==> src/hss_pkg.sv <==
`timescale 1ns / 1ps
// ---------------------------------------------------------------------------
// hss_pkg: shared types and constants of the hydropathy segment scanner
// Holds the residue hydropathy table, the class codes, the register index
// codes and the configuration and result structures.
// ---------------------------------------------------------------------------
package hss_pkg;

	// register index codes on the configuration port
	typedef enum logic [2:0] {
		REG_MIN_LENGTH     = 3'd0,
		REG_MAX_LENGTH     = 3'd1,
		REG_MID_PERCENT    = 3'd2,
		REG_HIGH_PERCENT   = 3'd3,
		REG_LOW_THRESHOLD  = 3'd4,
		REG_MID_THRESHOLD  = 3'd5,
		REG_HIGH_THRESHOLD = 3'd6
	} hss_reg_idx_t;

	localparam int unsigned CFG_IDX_W  = 3;
	localparam int unsigned CFG_DATA_W = 10;
	localparam int unsigned LEN_W      = 6;
	localparam int unsigned PCT_W      = 7;
	localparam int unsigned HYD_W      = 10;
	localparam int unsigned OUT_POS_W  = 11;
	localparam int unsigned SHARE_W    = LEN_W + PCT_W;

	// hydropathy classes
	typedef enum logic [1:0] {
		CLASS_HYDROPHILIC = 2'd0,
		CLASS_WEAK        = 2'd1,
		CLASS_MODERATE    = 2'd2,
		CLASS_STRONG      = 2'd3
	} hss_class_t;

	localparam logic [LEN_W-1:0]   RUN_SAT = 6'd63;
	localparam logic [SHARE_W-1:0] HUNDRED = 13'd100;

	// reset values of the configuration registers
	localparam logic [LEN_W-1:0] RST_MIN_LENGTH     = 6'd16;
	localparam logic [LEN_W-1:0] RST_MAX_LENGTH     = 6'd30;
	localparam logic [PCT_W-1:0] RST_MID_PERCENT    = 7'd50;
	localparam logic [PCT_W-1:0] RST_HIGH_PERCENT   = 7'd60;
	localparam logic [HYD_W-1:0] RST_LOW_THRESHOLD  = 10'd300;
	localparam logic [HYD_W-1:0] RST_MID_THRESHOLD  = 10'd501;
	localparam logic [HYD_W-1:0] RST_HIGH_THRESHOLD = 10'd750;

	typedef struct packed {
		logic [LEN_W-1:0] min_length;
		logic [LEN_W-1:0] max_length;
		logic [PCT_W-1:0] mid_percent;
		logic [PCT_W-1:0] high_percent;
		logic [HYD_W-1:0] low_threshold;
		logic [HYD_W-1:0] mid_threshold;
		logic [HYD_W-1:0] high_threshold;
	} hss_cfg_t;

	typedef struct packed {
		hss_class_t           hydropathy_class;
		logic                 segment_valid;
		logic                 segment_kind;
		logic [OUT_POS_W-1:0] segment_start;
		logic [OUT_POS_W-1:0] segment_end;
		logic [LEN_W-1:0]     segment_length;
		logic [LEN_W-1:0]     hydrophobic_count;
		logic                 none_found;
		logic                 end_of_sequence;
	} hss_result_t;

	// hydropathy value in thousandths of an uppercase one-letter code
	function automatic logic [HYD_W-1:0] hydro_value(input logic [7:0] c);
		logic [HYD_W-1:0] v;
		unique case (c)
			8'h41: v = 10'd616;  // A
			8'h43: v = 10'd680;  // C
			8'h44: v = 10'd28;   // D
			8'h45: v = 10'd43;   // E
			8'h46: v = 10'd1000; // F
			8'h47: v = 10'd501;  // G
			8'h48: v = 10'd165;  // H
			8'h49: v = 10'd943;  // I
			8'h4B: v = 10'd283;  // K
			8'h4C: v = 10'd943;  // L
			8'h4D: v = 10'd738;  // M
			8'h4E: v = 10'd236;  // N
			8'h50: v = 10'd711;  // P
			8'h51: v = 10'd251;  // Q
			8'h53: v = 10'd359;  // S
			8'h54: v = 10'd450;  // T
			8'h56: v = 10'd825;  // V
			8'h57: v = 10'd878;  // W
			8'h59: v = 10'd880;  // Y
			default: v = '0;     // R and unknown letters
		endcase
		return v;
	endfunction

endpackage

==> src/hydropathy_segment_scanner_core.sv <==
`timescale 1ns / 1ps
// ---------------------------------------------------------------------------
// hydropathy_segment_scanner_core: streaming transmembrane segment scanner
// Grades each residue of a sequence by hydropathy, tracks runs of
// non-hydrophilic residues and reports qualifying segments.
// ---------------------------------------------------------------------------
//  channel  | handshake                  | payload
//  ---------+----------------------------+-------------------------------------
//  in       | in_valid / in_stall (out)  | residue, last_residue
//  out      | out_valid / out_stall (in) | hydropathy_class ... end_of_sequence
//  cfg      | cfg_wr_en                  | cfg_index, cfg_wr_data
//
//  one residue per cycle sustained while the output is not stalled; each result
//  passes the input register, then the result register
//  the run state moves on as a residue passes from the input register into
//  the result register, so consecutive residues follow without a gap
//  reset clears the run state, the handshake flags and sets the registers
//  to their defaults; a held result stalls the input register, and the input
//  is stalled only when both registers are full
// ---------------------------------------------------------------------------
module hydropathy_segment_scanner_core
	import hss_pkg::*;
#(
	parameter int unsigned MAX_RESIDUES = 1024
) (
	input  logic                  clk,
	input  logic                  arst_n,
	// input channel
	input  logic                  in_valid,
	output logic                  in_stall,
	input  logic [7:0]            residue,
	input  logic                  last_residue,
	// output channel
	output logic                  out_valid,
	input  logic                  out_stall,
	output logic [1:0]            hydropathy_class,
	output logic                  segment_valid,
	output logic                  segment_kind,
	output logic [OUT_POS_W-1:0]  segment_start,
	output logic [OUT_POS_W-1:0]  segment_end,
	output logic [LEN_W-1:0]      segment_length,
	output logic [LEN_W-1:0]      hydrophobic_count,
	output logic                  none_found,
	output logic                  end_of_sequence,
	// configuration write port
	input  logic                  cfg_wr_en,
	input  logic [CFG_IDX_W-1:0]  cfg_index,
	input  logic [CFG_DATA_W-1:0] cfg_wr_data
);

	hss_cfg_t    cfg_q;
	logic        valid_s1;
	logic [7:0]  residue_s1;
	logic        last_s1;
	logic        out_valid_q;
	hss_result_t result_q;
	hss_result_t result;
	hss_class_t  cls;
	logic        advance;
	logic        in_take;

	// handshake: input register drains into the result register
	assign advance  = valid_s1 && (!out_valid_q || !out_stall);
	assign in_stall = valid_s1 && !advance;
	assign in_take  = in_valid && !in_stall;

	// configuration registers
	always_ff @(posedge clk or negedge arst_n) begin
		if (!arst_n) begin
			cfg_q.min_length     <= RST_MIN_LENGTH;
			cfg_q.max_length     <= RST_MAX_LENGTH;
			cfg_q.mid_percent    <= RST_MID_PERCENT;
			cfg_q.high_percent   <= RST_HIGH_PERCENT;
			cfg_q.low_threshold  <= RST_LOW_THRESHOLD;
			cfg_q.mid_threshold  <= RST_MID_THRESHOLD;
			cfg_q.high_threshold <= RST_HIGH_THRESHOLD;
		end else if (cfg_wr_en) begin
			unique case (cfg_index)
				REG_MIN_LENGTH:     cfg_q.min_length     <= cfg_wr_data[LEN_W-1:0];
				REG_MAX_LENGTH:     cfg_q.max_length     <= cfg_wr_data[LEN_W-1:0];
				REG_MID_PERCENT:    cfg_q.mid_percent    <= cfg_wr_data[PCT_W-1:0];
				REG_HIGH_PERCENT:   cfg_q.high_percent   <= cfg_wr_data[PCT_W-1:0];
				REG_LOW_THRESHOLD:  cfg_q.low_threshold  <= cfg_wr_data[HYD_W-1:0];
				REG_MID_THRESHOLD:  cfg_q.mid_threshold  <= cfg_wr_data[HYD_W-1:0];
				REG_HIGH_THRESHOLD: cfg_q.high_threshold <= cfg_wr_data[HYD_W-1:0];
				default: ;
			endcase
		end
	end

	// input register control
	always_ff @(posedge clk or negedge arst_n) begin
		if (!arst_n) begin
			valid_s1 <= 1'b0;
		end else if (in_take) begin
			valid_s1 <= 1'b1;
		end else if (advance) begin
			valid_s1 <= 1'b0;
		end
	end

	// input register payload
	always_ff @(posedge clk) begin
		if (in_take) begin
			residue_s1 <= residue;
			last_s1    <= last_residue;
		end
	end

	hss_classifier u_classifier (
		.residue          (residue_s1),
		.cfg              (cfg_q),
		.hydropathy_class (cls)
	);

	hss_segment_tracker #(
		.MAX_RESIDUES (MAX_RESIDUES)
	) u_tracker (
		.clk              (clk),
		.arst_n           (arst_n),
		.step             (advance),
		.last_residue     (last_s1),
		.hydropathy_class (cls),
		.cfg              (cfg_q),
		.result           (result)
	);

	// result register control
	always_ff @(posedge clk or negedge arst_n) begin
		if (!arst_n) begin
			out_valid_q <= 1'b0;
		end else if (advance) begin
			out_valid_q <= 1'b1;
		end else if (!out_stall) begin
			out_valid_q <= 1'b0;
		end
	end

	// result register payload
	always_ff @(posedge clk) begin
		if (advance) begin
			result_q <= result;
		end
	end

	assign out_valid         = out_valid_q;
	assign hydropathy_class  = result_q.hydropathy_class;
	assign segment_valid     = result_q.segment_valid;
	assign segment_kind      = result_q.segment_kind;
	assign segment_start     = result_q.segment_start;
	assign segment_end       = result_q.segment_end;
	assign segment_length    = result_q.segment_length;
	assign hydrophobic_count = result_q.hydrophobic_count;
	assign none_found        = result_q.none_found;
	assign end_of_sequence   = result_q.end_of_sequence;

endmodule

==> src/hss_classifier.sv <==
`timescale 1ns / 1ps
// ---------------------------------------------------------------------------
// hss_classifier: residue grading
// Looks a residue letter up as a hydropathy value and grades it into one of
// four classes against the three threshold registers.
// ---------------------------------------------------------------------------
module hss_classifier
	import hss_pkg::*;
(
	input  logic [7:0] residue,
	input  hss_cfg_t   cfg,
	output hss_class_t hydropathy_class
);

	logic [HYD_W-1:0] value;

	// table lookup
	assign value = hydro_value(residue);

	// threshold chain, first match wins
	always_comb begin
		priority if (value <= cfg.low_threshold) begin
			hydropathy_class = CLASS_HYDROPHILIC;
		end else if (value <= cfg.mid_threshold) begin
			hydropathy_class = CLASS_WEAK;
		end else if (value <= cfg.high_threshold) begin
			hydropathy_class = CLASS_MODERATE;
		end else begin
			hydropathy_class = CLASS_STRONG;
		end
	end

endmodule

==> src/hss_segment_tracker.sv <==
`timescale 1ns / 1ps
// ---------------------------------------------------------------------------
// hss_segment_tracker: run tracking and segment decision
// Holds the per-sequence run state, closes a run at a hydrophilic residue or
// at the sequence end, tests its length and hydrophobic share and builds the
// result of one residue. State moves on when step is high.
// ---------------------------------------------------------------------------
module hss_segment_tracker
	import hss_pkg::*;
#(
	parameter int unsigned MAX_RESIDUES = 1024
) (
	input  logic        clk,
	input  logic        arst_n,
	input  logic        step,
	input  logic        last_residue,
	input  hss_class_t  hydropathy_class,
	input  hss_cfg_t    cfg,
	output hss_result_t result
);

	localparam int unsigned POS_W = $clog2(MAX_RESIDUES + 1);
	localparam logic [POS_W-1:0] POS_MAX = POS_W'(MAX_RESIDUES);

	logic             in_segment_q;
	logic [POS_W-1:0] position_q;
	logic [POS_W-1:0] run_start_q;
	logic [LEN_W-1:0] run_length_q;
	logic [LEN_W-1:0] run_hydrophobic_q;
	logic             any_found_q;

	logic             is_run;
	logic             is_hydrophobic;
	logic [POS_W-1:0] pos_n;
	logic [POS_W-1:0] start_n;
	logic [LEN_W-1:0] len_base;
	logic [LEN_W-1:0] hyd_base;
	logic [LEN_W-1:0] len_n;
	logic [LEN_W-1:0] hyd_n;
	logic             ended;
	logic [POS_W-1:0] end_pos;
	logic             len_ok;
	logic [SHARE_W-1:0] share;
	logic [SHARE_W-1:0] mid_prod;
	logic [SHARE_W-1:0] high_prod;
	logic             ge_mid;
	logic             ge_high;
	logic             hit;
	logic             any_n;
	logic [POS_W+OUT_POS_W-1:0] start_ext;
	logic [POS_W+OUT_POS_W-1:0] end_ext;

	assign is_run         = (hydropathy_class != CLASS_HYDROPHILIC);
	assign is_hydrophobic = hydropathy_class[1];

	// saturating position
	assign pos_n = (position_q < POS_MAX) ? position_q + 1'b1 : POS_MAX;

	// run counters, a fresh run starts at this residue
	always_comb begin
		if (is_run && !in_segment_q) begin
			start_n  = pos_n;
			len_base = '0;
			hyd_base = '0;
		end else begin
			start_n  = run_start_q;
			len_base = run_length_q;
			hyd_base = run_hydrophobic_q;
		end
		len_n = len_base;
		hyd_n = hyd_base;
		if (is_run) begin
			if (len_base < RUN_SAT) begin
				len_n = len_base + 1'b1;
			end
			if (is_hydrophobic && hyd_base < RUN_SAT) begin
				hyd_n = hyd_base + 1'b1;
			end
		end
	end

	// run end: hydrophilic residue closes before it, last residue closes on it
	assign ended   = is_run ? last_residue : in_segment_q;
	assign end_pos = is_run ? pos_n : position_q;

	// length window and exact share test by cross-multiplication
	assign len_ok    = (len_n != RUN_SAT) && (len_n >= cfg.min_length)
		&& (len_n <= cfg.max_length);
	assign share     = SHARE_W'(hyd_n) * HUNDRED;
	assign mid_prod  = SHARE_W'(cfg.mid_percent) * SHARE_W'(len_n);
	assign high_prod = SHARE_W'(cfg.high_percent) * SHARE_W'(len_n);
	assign ge_mid    = (share >= mid_prod);
	assign ge_high   = (share >= high_prod);
	assign hit       = ended && len_ok && (ge_mid || ge_high);
	assign any_n     = any_found_q || hit;

	assign start_ext = {{OUT_POS_W{1'b0}}, start_n};
	assign end_ext   = {{OUT_POS_W{1'b0}}, end_pos};

	// result of this residue
	always_comb begin
		result                   = '0;
		result.hydropathy_class  = hydropathy_class;
		result.end_of_sequence   = last_residue;
		result.none_found        = last_residue && !any_n;
		if (hit) begin
			result.segment_valid     = 1'b1;
			result.segment_kind      = ge_high;
			result.segment_start     = start_ext[OUT_POS_W-1:0];
			result.segment_end       = end_ext[OUT_POS_W-1:0];
			result.segment_length    = len_n;
			result.hydrophobic_count = hyd_n;
		end
	end

	// run state, cleared at the sequence end
	always_ff @(posedge clk or negedge arst_n) begin
		if (!arst_n) begin
			in_segment_q      <= 1'b0;
			position_q        <= '0;
			run_start_q       <= '0;
			run_length_q      <= '0;
			run_hydrophobic_q <= '0;
			any_found_q       <= 1'b0;
		end else if (step) begin
			if (last_residue) begin
				in_segment_q      <= 1'b0;
				position_q        <= '0;
				run_start_q       <= '0;
				run_length_q      <= '0;
				run_hydrophobic_q <= '0;
				any_found_q       <= 1'b0;
			end else begin
				in_segment_q      <= is_run;
				position_q        <= pos_n;
				run_start_q       <= start_n;
				run_length_q      <= len_n;
				run_hydrophobic_q <= hyd_n;
				any_found_q       <= any_n;
			end
		end
	end

endmodule

==> config.mk <==
export PLATFORM = sky130hd
export DESIGN_NAME = hydropathy_segment_scanner_core
export DESIGN_NICKNAME = d
export VERILOG_FILES = /design/src/hss_pkg.sv /design/src/hydropathy_segment_scanner_core.sv /design/src/hss_classifier.sv /design/src/hss_segment_tracker.sv
export SDC_FILE = /design/constraint.sdc
export NUM_CORES = 1
export LEC_CHECK = 0
export ABC_AREA = 1
export ABC_CLOCK_PERIOD_IN_PS = 7400
export BUFFER_PORTS_ARGS = -buffer_cell sky130_fd_sc_hd__buf_2
export CAP_MARGIN = 5
export CORE_MARGIN = 4
export CORE_UTILIZATION = 50
export DETAILED_ROUTE_END_ITERATION = 10
export PLACE_DENSITY_LB_ADDON = 0.05
export SYNTH_ARGS = -nofsm -noshare
export SYNTH_HDL_FRONTEND = slang
export SYNTH_HIERARCHICAL = 1
export SYNTH_SLANG_ARGS = --single-unit
==> constraint.sdc <==
create_clock -name clk -period 7.4 [get_ports clk]
set_clock_uncertainty 0.05 [all_clocks]
set_input_delay 1.11 -clock clk [delete_from_list [all_inputs] [get_ports clk]]
set_output_delay 1.11 -clock clk [all_outputs]
set_load 0.02 [all_outputs]
# Word level (Yosys, flattened, before mapping)
# Cells that the tools add are included.
# op_classes
multipliers,3
magnitude_cmp,10
n_addsub,3
shifts,0
n_div,0
bitwise_logic,0
eq_ne,27
n_reduce_logical,30
muxes,25
# ops
op,count
10-bit one-hot mux with 18 select lines,1
8-bit by 7-bit equality test with 1-bit output (second input constant),19
11-bit two-way mux,5
6-bit two-way mux,8
36-bit two-way mux,1
10-bit less-or-equal comparator,3
13-bit >= comparator,2
7-bit by 6-bit multiplier with 13-bit output,2
2-bit AND reduction,7
6-bit by 1-bit adder with 6-bit output (second input constant),2
6-bit less-than comparator (second input constant),2
11-bit by 1-bit adder with 11-bit output (second input constant),1
11-bit less-than comparator (second input constant),1
6-bit by 5-bit multiplier with 11-bit output (second input constant),1
1-bit logical AND,10
3-bit equality test (second input constant),3
1-bit two-way mux,8
3-bit by 2-bit equality test with 1-bit output (second input constant),2
6-bit >= comparator,1
6-bit less-or-equal comparator,1
1-bit zero test,6
6-bit != test (second input constant),1
2-bit two-way mux,2
2-bit nonzero test,2
other kinds (5),7
# word_totals
mem_bits_rw,0
n_memories,0
elab_cells,124
out_inout_bits,42
register_bits,143
latch_bits,0
rom_bits,0

# Depth between registers and ports, before layout
# Gate-level depths: netlist of the first run.
# logic_depth
word_depth,21
depth_mapped,57

# Cells and area by module
# The synthesis of the first run kept the hierarchy.
# by_module_without_submodules
module,instances,seq_area_each_um2,cells_per_inst,area_per_inst_um2
hss_segment_tracker,1,900.9,826,6391.1
hydropathy_segment_scanner_core,1,2960.3,314,3823.7
hss_classifier,1,0.0,239,1290.0

# Worst setup path before layout of the first run
# OpenSTA, ideal clock, no wires.
# synth_timing
path_type,register -> register
from,reg residue_s1[0]
to,reg result_q (netlist bit hydrophobic_count[5]) (data pin)
period_less_slack_ns,8.172
setup_slack_ns,-0.772
setup_time_ns,0.267
path_stages_with_launch,52
t_arrival_ns,7.855
path_buffers,3
cell_sequence,edfxtp_1 nand2_1 inv_2 nand2_2 inv_1 o21ai_2 nand2_1 nor2_2 nand2_1 ha_1 nand2_1 nor2_1 inv_1 a21oi_1 nor2_1 nor2_1 nor2b_1 nor2_4 [16 not listed] fa_1 inv_1 ha_1 a21oi_1 o21ai_0 a21o_1 a21oi_1 o21ai_0 a21oi_1 xor2_1 ha_1 nand4_1 o221ai_1 a21oi_4 nand2_2 nand2_8 buf_12 nor2_4
# synth_between
elab_cells_between_ends,54
classes_between,2 x add/sub; 3 x mul; 9 x order compare; 20 x eq/ne; 11 x mux; 9 x reduce/logical
# synth_lines
item,line,source
"start, declared",hydropathy_segment_scanner_core.sv:53,logic [7:0] residue_s1;
"start signal, assigned",hydropathy_segment_scanner_core.sv:105,residue_s1 <= residue;
8-bit by 7-bit equality test with 1-bit output,hss_pkg.sv:73,unique case (c)
2-bit OR reduction (no line),n/a,
10-bit one-hot mux with 18 select lines (*),hss_pkg.sv:73,
10-bit less-or-equal comparator,hss_classifier.sv:24,end else if (value <= cfg.mid_threshold) begin
2-bit two-way mux,hss_classifier.sv:24,
2-bit two-way mux (*),hss_classifier.sv:22,priority if (value <= cfg.low_threshold) begin
net cls[1],hydropathy_segment_scanner_core.sv:58,hss_class_t cls;
branches (longest 11 deep; another with 7-bit by 6-bit multiplier with 13-bit output),n/a,
"end signal, assigned",hydropathy_segment_scanner_core.sv:142,result_q <= result;
"end, declared",hydropathy_segment_scanner_core.sv:56,hss_result_t result_q;
# Mark *: on every way through the listed nets, which the timed path passes.
# A chain may end at the register's enable or synchronous reset.

# Final worst setup path of the first run
# layout_timing
from,reg residue_s1[0]
to,reg result_q (netlist bit segment_start[7]) (data pin)
# Same word-level chain as after synthesis.

==> results.py, run 1 <==
metrics = {
    "detailed_routing": {
        "via_count": 9665,
        "first_iteration_detailed_routing_drc_count": 447,
        "postRouteAntennaNets": 0,
        "route.detailed.wl_per_inst_um": 14.8,
        "remaining_drc_errors": 0,
        "viasPerCell": 5.06,
        "finalWirelength_mm": 28.3,
        "drt_pass1_iterations": 4,
    },
    "hold_path": {
        "hold_path.class": "register to register",
        "min_delay_path_depth": 2,
    },
    "cts": {
        "max_h_tree_level": 4,
        "ctsLongestPathBuffers": 2,
        "worst_setup_hold_path_clk_slew_ps": 70,
        "cts_buffers": 17,
        "tritoncts": "yes",
        "root_buffer_cell": "clkbuf_16",
        "clkLatencyLatePin_ps": 420,
        "clock_sink_count": 143,
    },
    "power": {
        "vdd_ir_drop_max_uv": 164,
        "reported_leakage_power_nw": 7.48,
        "power_per_cell_area_nw_per_um2": 236,
    },
    "floorplan": {
        "io-pin-count": 69,
        "area_enclosed_by_the_die_boundary_um2": 25500,
        "area_of_the_core_um2": 22600,
        "floorplan.die.height_um": 160,
        "rows": 55,
        "die_width_um": 160,
        "initial_utilization": 0.508,
    },
    "synthesis": {
        "synth.yosys.seq_area_share": 0.336,
        "cells_after_synthesis": 1379,
        "synth-async-reset-ratio": 0.657,
        "post-synth-top-area-cell": "ha_1",
        "area_share_of_the_largest_cell_type_after_synthesis": 0.142,
        "synth_top_flop_cell": "dfrtp_1",
        "netlist-cell-type-count": 50,
        "synth_seq_cells": 143,
        "synth.yosys.warnings": 6,
        "synthesis.nets": 1580,
        "syn_std_cell_area_um2": 11500,
        "synth_edf_count": 49,
        "post_synth.cell_area_avg_um2": 8.34,
        "ys_top_cells_by_area": "ha_1 (14%), dfrtp_1 (14%), edfxtp_1 (13%)",
    },
    "setup_path": {
        "timing.critical_path.arrival_ps": 8130,
        "cpPeakStageDelay_ps": 550,
        "start_kind": "register",
        "setup.worst_path.end_class": "register",
        "reg2reg_depth": 50,
        "critPathSlowestCell": "fa_1",
        "worstSetupPathType": "register to register",
        "critPathMostFrequentCell": "inv_2",
        "cp_max_fo": 7,
        "critical_path_required_ps": 7510,
    },
    "run_status": {
        "violations": "setup timing",
        "status": "complete, but fails checks",
    },
    "grt": {
        "grt_antenna_before_repair": 0,
        "gr-usage-all-layers": 0.225,
        "maximum_number_of_pins_on_one_net_before_global_route_repair": 63,
        "globalRoute.totalOverflow": 0,
        "vias_in_the_first_global_route": 9763,
        "grt_pass1_wl_mm": 47.3,
    },
    "timing": {
        "finalSetupViolations": 38,
        "finalHoldViolations": 0,
        "slew_headroom": 0.266,
        "period_share": 1.08,
        "grt_setup_unrepaired": "true",
        "fin_ws_ps": -616,
        "maxSlewViolCount": 0,
        "fin_crit_ps": 8020,
        "max_freq_ghz": 0.125,
        "timing_worst_slew_pin_value_ps": 1100,
    },
    "flow_run": {
        "max_cap_viol_count": 0,
    },
    "cells_and_area": {
        "area_growth_pct": 26.2,
        "nNetsFinal": 1812,
        "post_layout_nonfiller_instances": 1909,
        "drive_gt1_frac": 0.304,
        "antenna_cells": 0,
        "fillers": 1919,
        "final_core_utilization": 0.641,
    },
    "place": {
        "globalplace.congestion": 0.894,
        "dp_cells": 1842,
        "portBuffers": 68,
        "post-dp-hpwl_mm": 21.2,
    },
}
## sequential cells by signal, summed over array words and instances, names as in the netlist, 2 cells and up
name                         count
u_tracker/run_hydrophobic_q      6
cfg_q                           56
residue_s1                       8
hydrophobic_count                6
segment_end                     11
segment_start                   11
u_tracker/run_length_q           6
hydropathy_class                 2
u_tracker/position_q            11
segment_length                   6
u_tracker/run_start_q           11
## what timing repair did
item                       in CTS  in global routing
pin swaps                      71                 42
hold buffers                    0                  0
setup endpoints to repair      38                 38
resized for setup              60                 39
setup buffers                  28                 11
cloned                          1                  0
## synth_stat cells, types with 4 or more instances
master / number
dfstp_2: 30
xnor2_1: 12
a21o_1: 4
buf_4: 6
edfxtp_1: 49
o21ai_0: 60
nor2_1: 101
nand2_2: 14
ha_1: 131
nand2_1: 348
nor2_2: 9
inv_2: 9
clkbuf_1: 9
xor2_1: 15
nor3_1: 9
inv_1: 226
buf_1: 6
nor2_4: 38
nand2_4: 8
o211ai_1: 5
fa_1: 43
nand3_2: 6
dfrtp_1: 64
o21ai_2: 4
o21a_1: 4
nand3_1: 63
a21oi_1: 47
o22ai_1: 18
nand4_1: 10
## worst max-delay path: cells and delay by family (launching register included)
family / cells / cell delay (ps)
adders and majority gates: 7 / 2550
buffers and inverters: 9 / 610
xor gates and xnor gates: 1 / 240
and+or+nand+nor: 24 / 2590
DFF: 1 / 470
AOI/OAI and AO/OA: 9 / 1230
## routing by layer
metal / part of all wire / track usage / vias to the layer above
met5: 0 / 0 / -
met3: 0.034 / 0.0284 / 37
met4: 0.018 / 0.0604 / 0
li1: - / - / 4865
met2: 0.48 / 0.376 / 196
met1: 0.47 / 0.309 / 4567
## path summary, 6_finish.rpt
path / startpoint / endpoint / slack (ps)
max in group asynchronous: arst_n / u_tracker/position_q[1] / 5560
min in group asynchronous: arst_n / cfg_q[30] / 640
worst min register to register: cfg_q[28] / cfg_q[28] / 410
worst max-delay path: residue_s1[0] / segment_start[7] / -620
worst max register to register: residue_s1[0] / segment_start[7] / -620
worst min-delay path: cfg_q[28] / cfg_q[28] / 410
## metrics by stage
stage                     power (mW)  instance area [um2]  TNS [ps]  hold WS (ps)  setup WS [ps]
after global placement          2.31                13300    -26040           401           -761
after floorplan                 1.94                11700     -2640           392          -89.0
after detailed placement        2.33                13300    -26870           403           -752
after CTS                       3.42                14400    -17780           414           -524
after global routing            3.66                14500    -37540           426          -1050
final                           3.43                14500    -21230           413           -616
## final cells by class
class / count / area (um2) / share of cell area
Multi-Input combinational cell: 972 / 7000 / 0.482
Timing Repair Buffer: 240 / 1750 / 0.120
Clock buffer: 17 / 425 / 0.0293
Clock inverter: 15 / 223 / 0.0153
Sequential cell: 143 / 3860 / 0.266
Tap cell: 285 / 357 / 0.0246
Inverter: 237 / 902 / 0.0621
## power by group
group          total, mW  internal (mW)  leakage (nW)  switching (mW)
clock network      0.957          0.579         0.320           0.378
logic               1.42          0.582          5.52           0.835
registers           1.05          0.972          1.64          0.0812
total               3.43           2.13          7.48            1.29
## logic make-up (layout without fill, tap and decap cells)
family                     after synthesis  count (layout)  synth area share
adders and majority gates              174             174             0.217
AOI/OAI and AO/OA                      155             155            0.0783
xor gates and xnor gates                27              27            0.0206
buffers and inverters                  264             509            0.0932
and+or+nand+nor                        616             616             0.255
DFF                                    143             143             0.336
## placed cells by master (no fill, tap or decap), types with 5 or more instances in the layout
cell type,count
o21ai_0,54
edfxtp_1,49
buf_6,10
fa_1,39
a21oi_2,12
buf_12,5
nand2_1,328
nand3_1,61
o21ai_1,5
buf_2,67
dfrtp_1,64
nor2_1,81
nand4_1,10
nand3_2,6
xor2_1,15
inv_2,25
o211ai_1,5
xnor2_1,11
a21oi_1,35
nand2_4,14
nand2_2,27
buf_4,156
nor2_4,45
ha_1,123
inv_1,207
dfstp_2,30
nor2_2,22
nor3_2,6
ha_4,8
o22ai_1,18
clkbuf_16,17
o21ai_2,6
No activity file was read; power rests on OpenSTA's default activity.
==> run 2, diff against run 1 <==
==> constraint.sdc (replaced) <==
create_clock -name clk -period 7.4 [get_ports clk]
set_clock_uncertainty 0.05 [all_clocks]
set_input_delay 0 -clock clk [delete_from_list [all_inputs] [get_ports clk]]
set_output_delay 0 -clock clk [all_outputs]
set_load 0.02 [all_outputs]
==> run 2 against run 1 <==
The flow still finishes with violations (setup timing). First-iteration DRC count down 3.1%. Non-clock buffer count increased by 34. Total power grew 0.50%. Global-route usage grew 0.52 points. Fmax increased by 0.20%. Register-to-register slack improved by 20 ps. Via count up 1.7%. Sequential power is essentially flat. Sequential cell count is the same. Clock power barely moved. Critical endpoint unchanged. Largest cell class unchanged.
==> results.py, run 2 (synthesis gave the netlist of run 1 again) <==
metrics = {
    "cts": {
        "worst_setup_hold_path_clk_slew_ps": 70,
        "ctsLongestPathBuffers": 2,
        "tritoncts": "yes",
        "root_buffer_cell": "clkbuf_16",
        "clkLatencyLatePin_ps": 430,
        "clock_sink_count": 143,
        "cts_buffers": 17,
        "max_h_tree_level": 4,
    },
    "timing": {
        "slew_headroom": 0.265,
        "fin_worst_hold_slack_ps": 68.3,
        "grt_setup_unrepaired": "true",
        "timing_worst_slew_pin_value_ps": 1100,
        "max_freq_ghz": 0.125,
        "fin_crit_ps": 8000,
        "period_share": 1.08,
        "finalHoldViolations": 0,
        "fin_ws_ps": -600,
        "finalSetupViolations": 38,
        "maxSlewViolCount": 0,
    },
    "grt": {
        "globalRoute.totalOverflow": 0,
        "gr-usage-all-layers": 0.230,
        "grt_pass1_wl_mm": 48.5,
        "grt_antenna_before_repair": 0,
        "maximum_number_of_pins_on_one_net_before_global_route_repair": 63,
        "vias_in_the_first_global_route": 10000,
    },
    "cells_and_area": {
        "largest_register_ff_count": 56,
        "multi_input_comb_area_um2": 7000,
        "final_core_utilization": 0.656,
        "sequential_cell_area_um2": 3860,
        "area_growth_pct": 29.1,
        "fillers": 1882,
        "final_common_cell": "nand2_1",
        "nNetsFinal": 1846,
        "antenna_cells": 0,
        "layout_common_cells": "nand2_1 (328), inv_1 (207), buf_4 (156)",
        "max_flop_register": "cfg_q",
        "drive_gt1_frac": 0.298,
    },
    "flow_run": {
        "max_cap_viol_count": 0,
    },
    "setup_path": {
        "critical_path.startpoint": "residue_s1[0]",
        "cp_max_fo": 7,
        "reg2reg_setup_slack_ps": -600,
        "critical_path_required_ps": 7520,
        "critPathSlowestCell": "fa_1",
        "r2r_start": "residue_s1[0]",
        "timing.critical_path.arrival_ps": 8120,
        "start_kind": "register",
        "worstSetupPathType": "register to register",
        "reg2reg_depth": 49,
        "timing.rr.end": "segment_start[7]",
        "cpPeakStageDelay_ps": 550,
        "setup.worst_path.end_class": "register",
    },
    "power": {
        "reported_leakage_power_nw": 7.62,
        "vdd_ir_drop_max_uv": 165,
        "power_per_cell_area_nw_per_um2": 232,
        "finalPower_mw": 3.44,
    },
    "detailed_routing": {
        "via_count": 9825,
        "viasPerCell": 5.06,
        "remaining_drc_errors": 0,
        "drt_pass1_iterations": 4,
        "first_iteration_detailed_routing_drc_count": 433,
        "finalWirelength_mm": 28.9,
        "route.detailed.wl_per_inst_um": 14.9,
        "postRouteAntennaNets": 0,
    },
    "floorplan": {
        "rows": 55,
        "area_of_the_core_um2": 22600,
        "area_enclosed_by_the_die_boundary_um2": 25500,
        "floorplan.die.height_um": 160,
        "initial_utilization": 0.508,
        "io-pin-count": 69,
        "die_width_um": 160,
    },
    "hold_path": {
        "hold_path.class": "primary input to asynchronous set/reset pin",
    },
    "run_status": {
        "status": "complete, but fails checks",
        "violations": "setup timing",
    },
    "place": {
        "globalplace.congestion": 0.894,
        "portBuffers": 68,
        "post-dp-hpwl_mm": 21.2,
    },
}
run 2: through the flow:
stage                     area [um2]  setup TNS [ps]  worst slack, ps  instances
after floorplan                11700           -2640            -89.0       1379
after global placement         13300          -26040             -761       1842
after global routing           14900          -36950            -1030       1943
final                          14900          -20580             -600       1943
after detailed placement       13300          -26870             -752       1842
after CTS                      14700          -17780             -524       1936
run 2: report_power, final:
part / total [mW] / leakage (nW) / switching, mW / internal, mW
clock network: 0.959 / 0.320 / 0.380 / 0.579
registers: 1.05 / 1.64 / 0.0818 / 0.972
logic: 1.43 / 5.66 / 0.838 / 0.593
run 2: timing repair:
| action | in CTS | in global routing |
|---|---|---|
| gates resized for setup | 60 | 38 |
| pin swaps | 71 | 43 |
| setup endpoints to repair | 38 | 38 |
| buffers inserted | 28 | 11 |
| gates cloned | 1 | 0 |
| hold buffers | 34 | 0 |
| hold endpoints to repair | 115 | 0 |
run 2: final cells by class:
| cell class | count | area share |
|---|---|---|
| inverters | 237 | 0.0606 |
| repair buffers | 274 | 0.141 |
| multi-input cells | 972 | 0.471 |
| clock inverters | 15 | 0.0150 |
| flip-flops and latches | 143 | 0.260 |
| clock buffers | 17 | 0.0286 |
| well taps | 285 | 0.0240 |
run 2: metal layers:
metal	wire length, um	up-vias	track usage
li1	-	4935	-
met1	13500	4642	0.312
met2	13800	201	0.388
met3	833	47	0.0289
met4	648	0	0.0667
met5	0	-	0
run 2: worst max path at each step:
stage / end / slack (ps) / depth (start not counted)
after floorplan: hydrophobic_count[5] / -90 / 51
after global placement: none_found / -760 / 46
after detailed placement: segment_start[7] / -750 / 50
after CTS: segment_start[7] / -520 / 51
after global routing: segment_end[0] / -1030 / 50
final: segment_start[7] / -600 / 49
run 2: critical path, delay by kind of cell (launching register included):
family,cells,cell delay (ps)
fa+ha+maj,7,2510
simple gates,22,2390
compound gates,10,1410
buf+inv,9,670
flops,1,470
xor+xnor,1,240
==> run 3, diff against run 2 <==
--- a/config.mk
+++ b/config.mk
@@ -5,15 +5,14 @@
 export SDC_FILE = /design/constraint.sdc
 export NUM_CORES = 1
 export LEC_CHECK = 0
-export ABC_AREA = 1
+export ABC_AREA = 0
 export ABC_CLOCK_PERIOD_IN_PS = 7400
 export BUFFER_PORTS_ARGS = -buffer_cell sky130_fd_sc_hd__buf_2
 export CAP_MARGIN = 5
 export CORE_MARGIN = 4
-export CORE_UTILIZATION = 50
+export CORE_UTILIZATION = 56
 export DETAILED_ROUTE_END_ITERATION = 10
 export PLACE_DENSITY_LB_ADDON = 0.05
 export SYNTH_ARGS = -nofsm -noshare
 export SYNTH_HDL_FRONTEND = slang
-export SYNTH_HIERARCHICAL = 1
 export SYNTH_SLANG_ARGS = --single-unit
==> run 3 against run 2 <==
The flow still finishes with violations (setup timing). Non-clock buffer count increased by 36. Worst setup slack got worse by 950 ps. Critical path depth down 7. Sequential power about the same. Worst hold slack worse by 18 ps. Routed wire length is 2.5% higher. Synthesized cell count fell by 15%.
==> results.py, run 3 <==
metrics = {
    "run_status": {
        "status": "complete, but fails checks",
        "violations": "setup timing",
    },
    "cells_and_area": {
        "layout_common_cells": "buf_4 (202), nand2_1 (134), ha_1 (125)",
        "largest_register_ff_count": 56,
        "max_flop_register": "cfg_q",
        "nNetsFinal": 1656,
        "final_common_cell": "buf_4",
        "antenna_cells": 0,
        "drive_gt1_frac": 0.335,
        "area_growth_pct": 31.8,
    },
    "timing": {
        "slew_headroom": 0.259,
        "fin_crit_ps": 8950,
        "finalHoldViolations": 0,
        "grt_setup_unrepaired": "true",
        "maxSlewViolCount": 0,
        "timing_worst_slew_pin_value_ps": 1110,
        "finalSetupViolations": 38,
        "period_share": 1.21,
        "max_freq_ghz": 0.112,
        "fin_ws_ps": -1550,
    },
    "grt": {
        "gr-usage-all-layers": 0.273,
        "vias_in_the_first_global_route": 9434,
        "globalRoute.totalOverflow": 0,
        "grt_antenna_before_repair": 0,
        "grt_pass1_wl_mm": 48.3,
        "maximum_number_of_pins_on_one_net_before_global_route_repair": 70,
    },
    "floorplan": {
        "floorplan.die.height_um": 149,
        "initial_utilization": 0.570,
        "area_of_the_core_um2": 19500,
        "rows": 51,
        "io-pin-count": 69,
        "die_width_um": 149,
        "area_enclosed_by_the_die_boundary_um2": 22200,
    },
    "synthesis": {
        "synth_seq_cells": 143,
        "post_synth.cell_area_avg_um2": 9.52,
        "synth.yosys.warnings": 0,
        "synth_edf_count": 49,
        "syn_std_cell_area_um2": 11100,
        "ys_top_cells_by_area": "dfrtp_1 (14%), ha_1 (14%), edfxtp_1 (13%)",
        "synth_top_cells_by_count": "nand2_1 (139), inv_1 (130), ha_1 (128), a21oi_1 (75), dfrtp_1 (64)",
        "post-synth-top-area-cell": "dfrtp_1",
        "yosysMostFrequentCell": "nand2_1",
        "area_share_of_the_largest_cell_type_after_synthesis": 0.144,
        "netlist-cell-type-count": 67,
        "cells_after_synthesis": 1169,
        "synth.yosys.seq_area_share": 0.347,
        "synth_top_flop_cell": "dfrtp_1",
        "synth-async-reset-ratio": 0.657,
        "synthesis.nets": 1367,
    },
    "cts": {
        "clkLatencyLatePin_ps": 430,
        "clock_sink_count": 143,
        "root_buffer_cell": "clkbuf_16",
        "tritoncts": "yes",
        "worst_setup_hold_path_clk_slew_ps": 60,
        "ctsLongestPathBuffers": 2,
        "max_h_tree_level": 4,
        "cts_buffers": 17,
    },
    "detailed_routing": {
        "drt_pass1_iterations": 5,
        "via_count": 9615,
        "remaining_drc_errors": 0,
        "viasPerCell": 5.54,
        "postRouteAntennaNets": 0,
        "first_iteration_detailed_routing_drc_count": 570,
        "route.detailed.wl_per_inst_um": 17.0,
        "finalWirelength_mm": 29.6,
    },
    "power": {
        "power_per_cell_area_nw_per_um2": 192,
        "reported_leakage_power_nw": 7.12,
        "vdd_ir_drop_max_uv": 260,
        "finalPower_mw": 2.82,
    },
    "setup_path": {
        "start_kind": "register",
        "critPathMostFrequentCell": "buf_4",
        "critPathSlowestCell": "edfxtp_1",
        "worstSetupPathType": "register to register",
        "cpPeakStageDelay_ps": 520,
        "timing.critical_path.arrival_ps": 9090,
        "critical_path_required_ps": 7530,
        "setup.worst_path.end_class": "register",
        "cp_max_fo": 8,
    },
    "place": {
        "post-dp-hpwl_mm": 20.9,
        "globalplace.congestion": 0.947,
        "portBuffers": 68,
        "place_worst_setup_slack_ps": -1550,
    },
    "hold_path": {
        "hold_path.class": "primary input to register",
    },
    "flow_run": {
        "max_cap_viol_count": 0,
    },
}
==> run 3: cell count changes in the layout (fill, tap and decap cells not counted), sizes merged, moves of 14 or more <==
cell	before	now
a22o	0	22
a21oi	48	76
nand3	69	14
inv	243	137
and2	1	61
nand2	371	139
nor2	149	59
buf	240	286
o22ai	18	4
a21o	4	27
mux2	0	39
==> run 3: routing by layer <==
layer  routed length (um)  up-vias  track usage
li1                     -     4622            -
met1                13600     4677        0.391
met2                14000      275        0.444
met3                 1570       41       0.0419
met4                  410        0       0.0563
met5                    0        -            0
==> run 3: timing repair <==
item	CTS	global route
pin swaps	33	58
hold endpoints to repair	92	0
endpoints found under the setup margin	38	38
gates cloned	2	0
resized for setup	62	49
hold buffers	24	0
setup buffers	38	18
==> run 3: critical path: cells and delay by family (launching register included) <==
family,cells,cell delay (ps)
adder cells (fa/ha/maj),7,2520
AO/OA/AOI/OAI,11,1930
AND/OR/NAND/NOR,10,1650
buffers and inverters,12,1520
flip-flops,1,520
multiplexers,1,270
XOR/XNOR,1,230
==> run 3: metrics by stage <==
stage | hold WS, ps | setup TNS, ps | instances | utilization | cell area, um2
4_1_cts | 22.9 | -51060 | 1721 | 0.738 | 14400
6_report | 50.4 | -57850 | 1736 | 0.752 | 14700
5_1_grt | 48.2 | -71480 | 1736 | 0.752 | 14700
3_5_place_dp | -113 | -55930 | 1627 | 0.666 | 13000
2_1_floorplan | -346 | -47110 | 1169 | - | 11300
3_3_place_gp | -113 | -52500 | 1627 | 0.666 | 13000
==> run 3: layout make-up <==
type	instances	area (um2)
Multi-Input combinational cell	855	7080
Fill cell	1430	4850
Sequential cell	143	3860
Timing Repair Buffer	310	2300
Inverter	131	494
Clock buffer	19	433
Tap cell	265	332
Clock inverter	13	178
==> run 3: cells by family (layout without fill, tap and decap cells) <==
logic type / after synthesis / after routing / share of synthesized area
mux: 42 / 42 / 0.0425
buf+inv: 171 / 473 / 0.0597
flops: 143 / 143 / 0.347
compound gates: 244 / 244 / 0.141
fa+ha+maj: 172 / 172 / 0.222
simple gates: 365 / 365 / 0.163
xor+xnor: 32 / 32 / 0.0252
==> run 3: power by group <==
part	total (mW)	leakage, nW	internal (mW)	switching [mW]
Clock	0.899	0.297	0.540	0.359
Sequential	1.03	1.64	0.943	0.0832
Combinational	0.893	5.19	0.431	0.462
Total	2.82	7.12	1.91	0.904
==> run 3: final timing paths <==
check                              startpoint                       end  slack (ps)  depth (start not counted)
worst max-delay path            residue_s1[1]         segment_length[3]       -1550                         42
worst min-delay path             cfg_index[0]                 cfg_q[54]          50                          4
worst max register to register  residue_s1[1]         segment_length[3]       -1550                         42
worst min register to register       valid_s1                 out_valid         440                          1
max in group asynchronous              arst_n  u_tracker.run_start_q[6]        5830                          3
min in group asynchronous              arst_n                 cfg_q[18]         110                          2
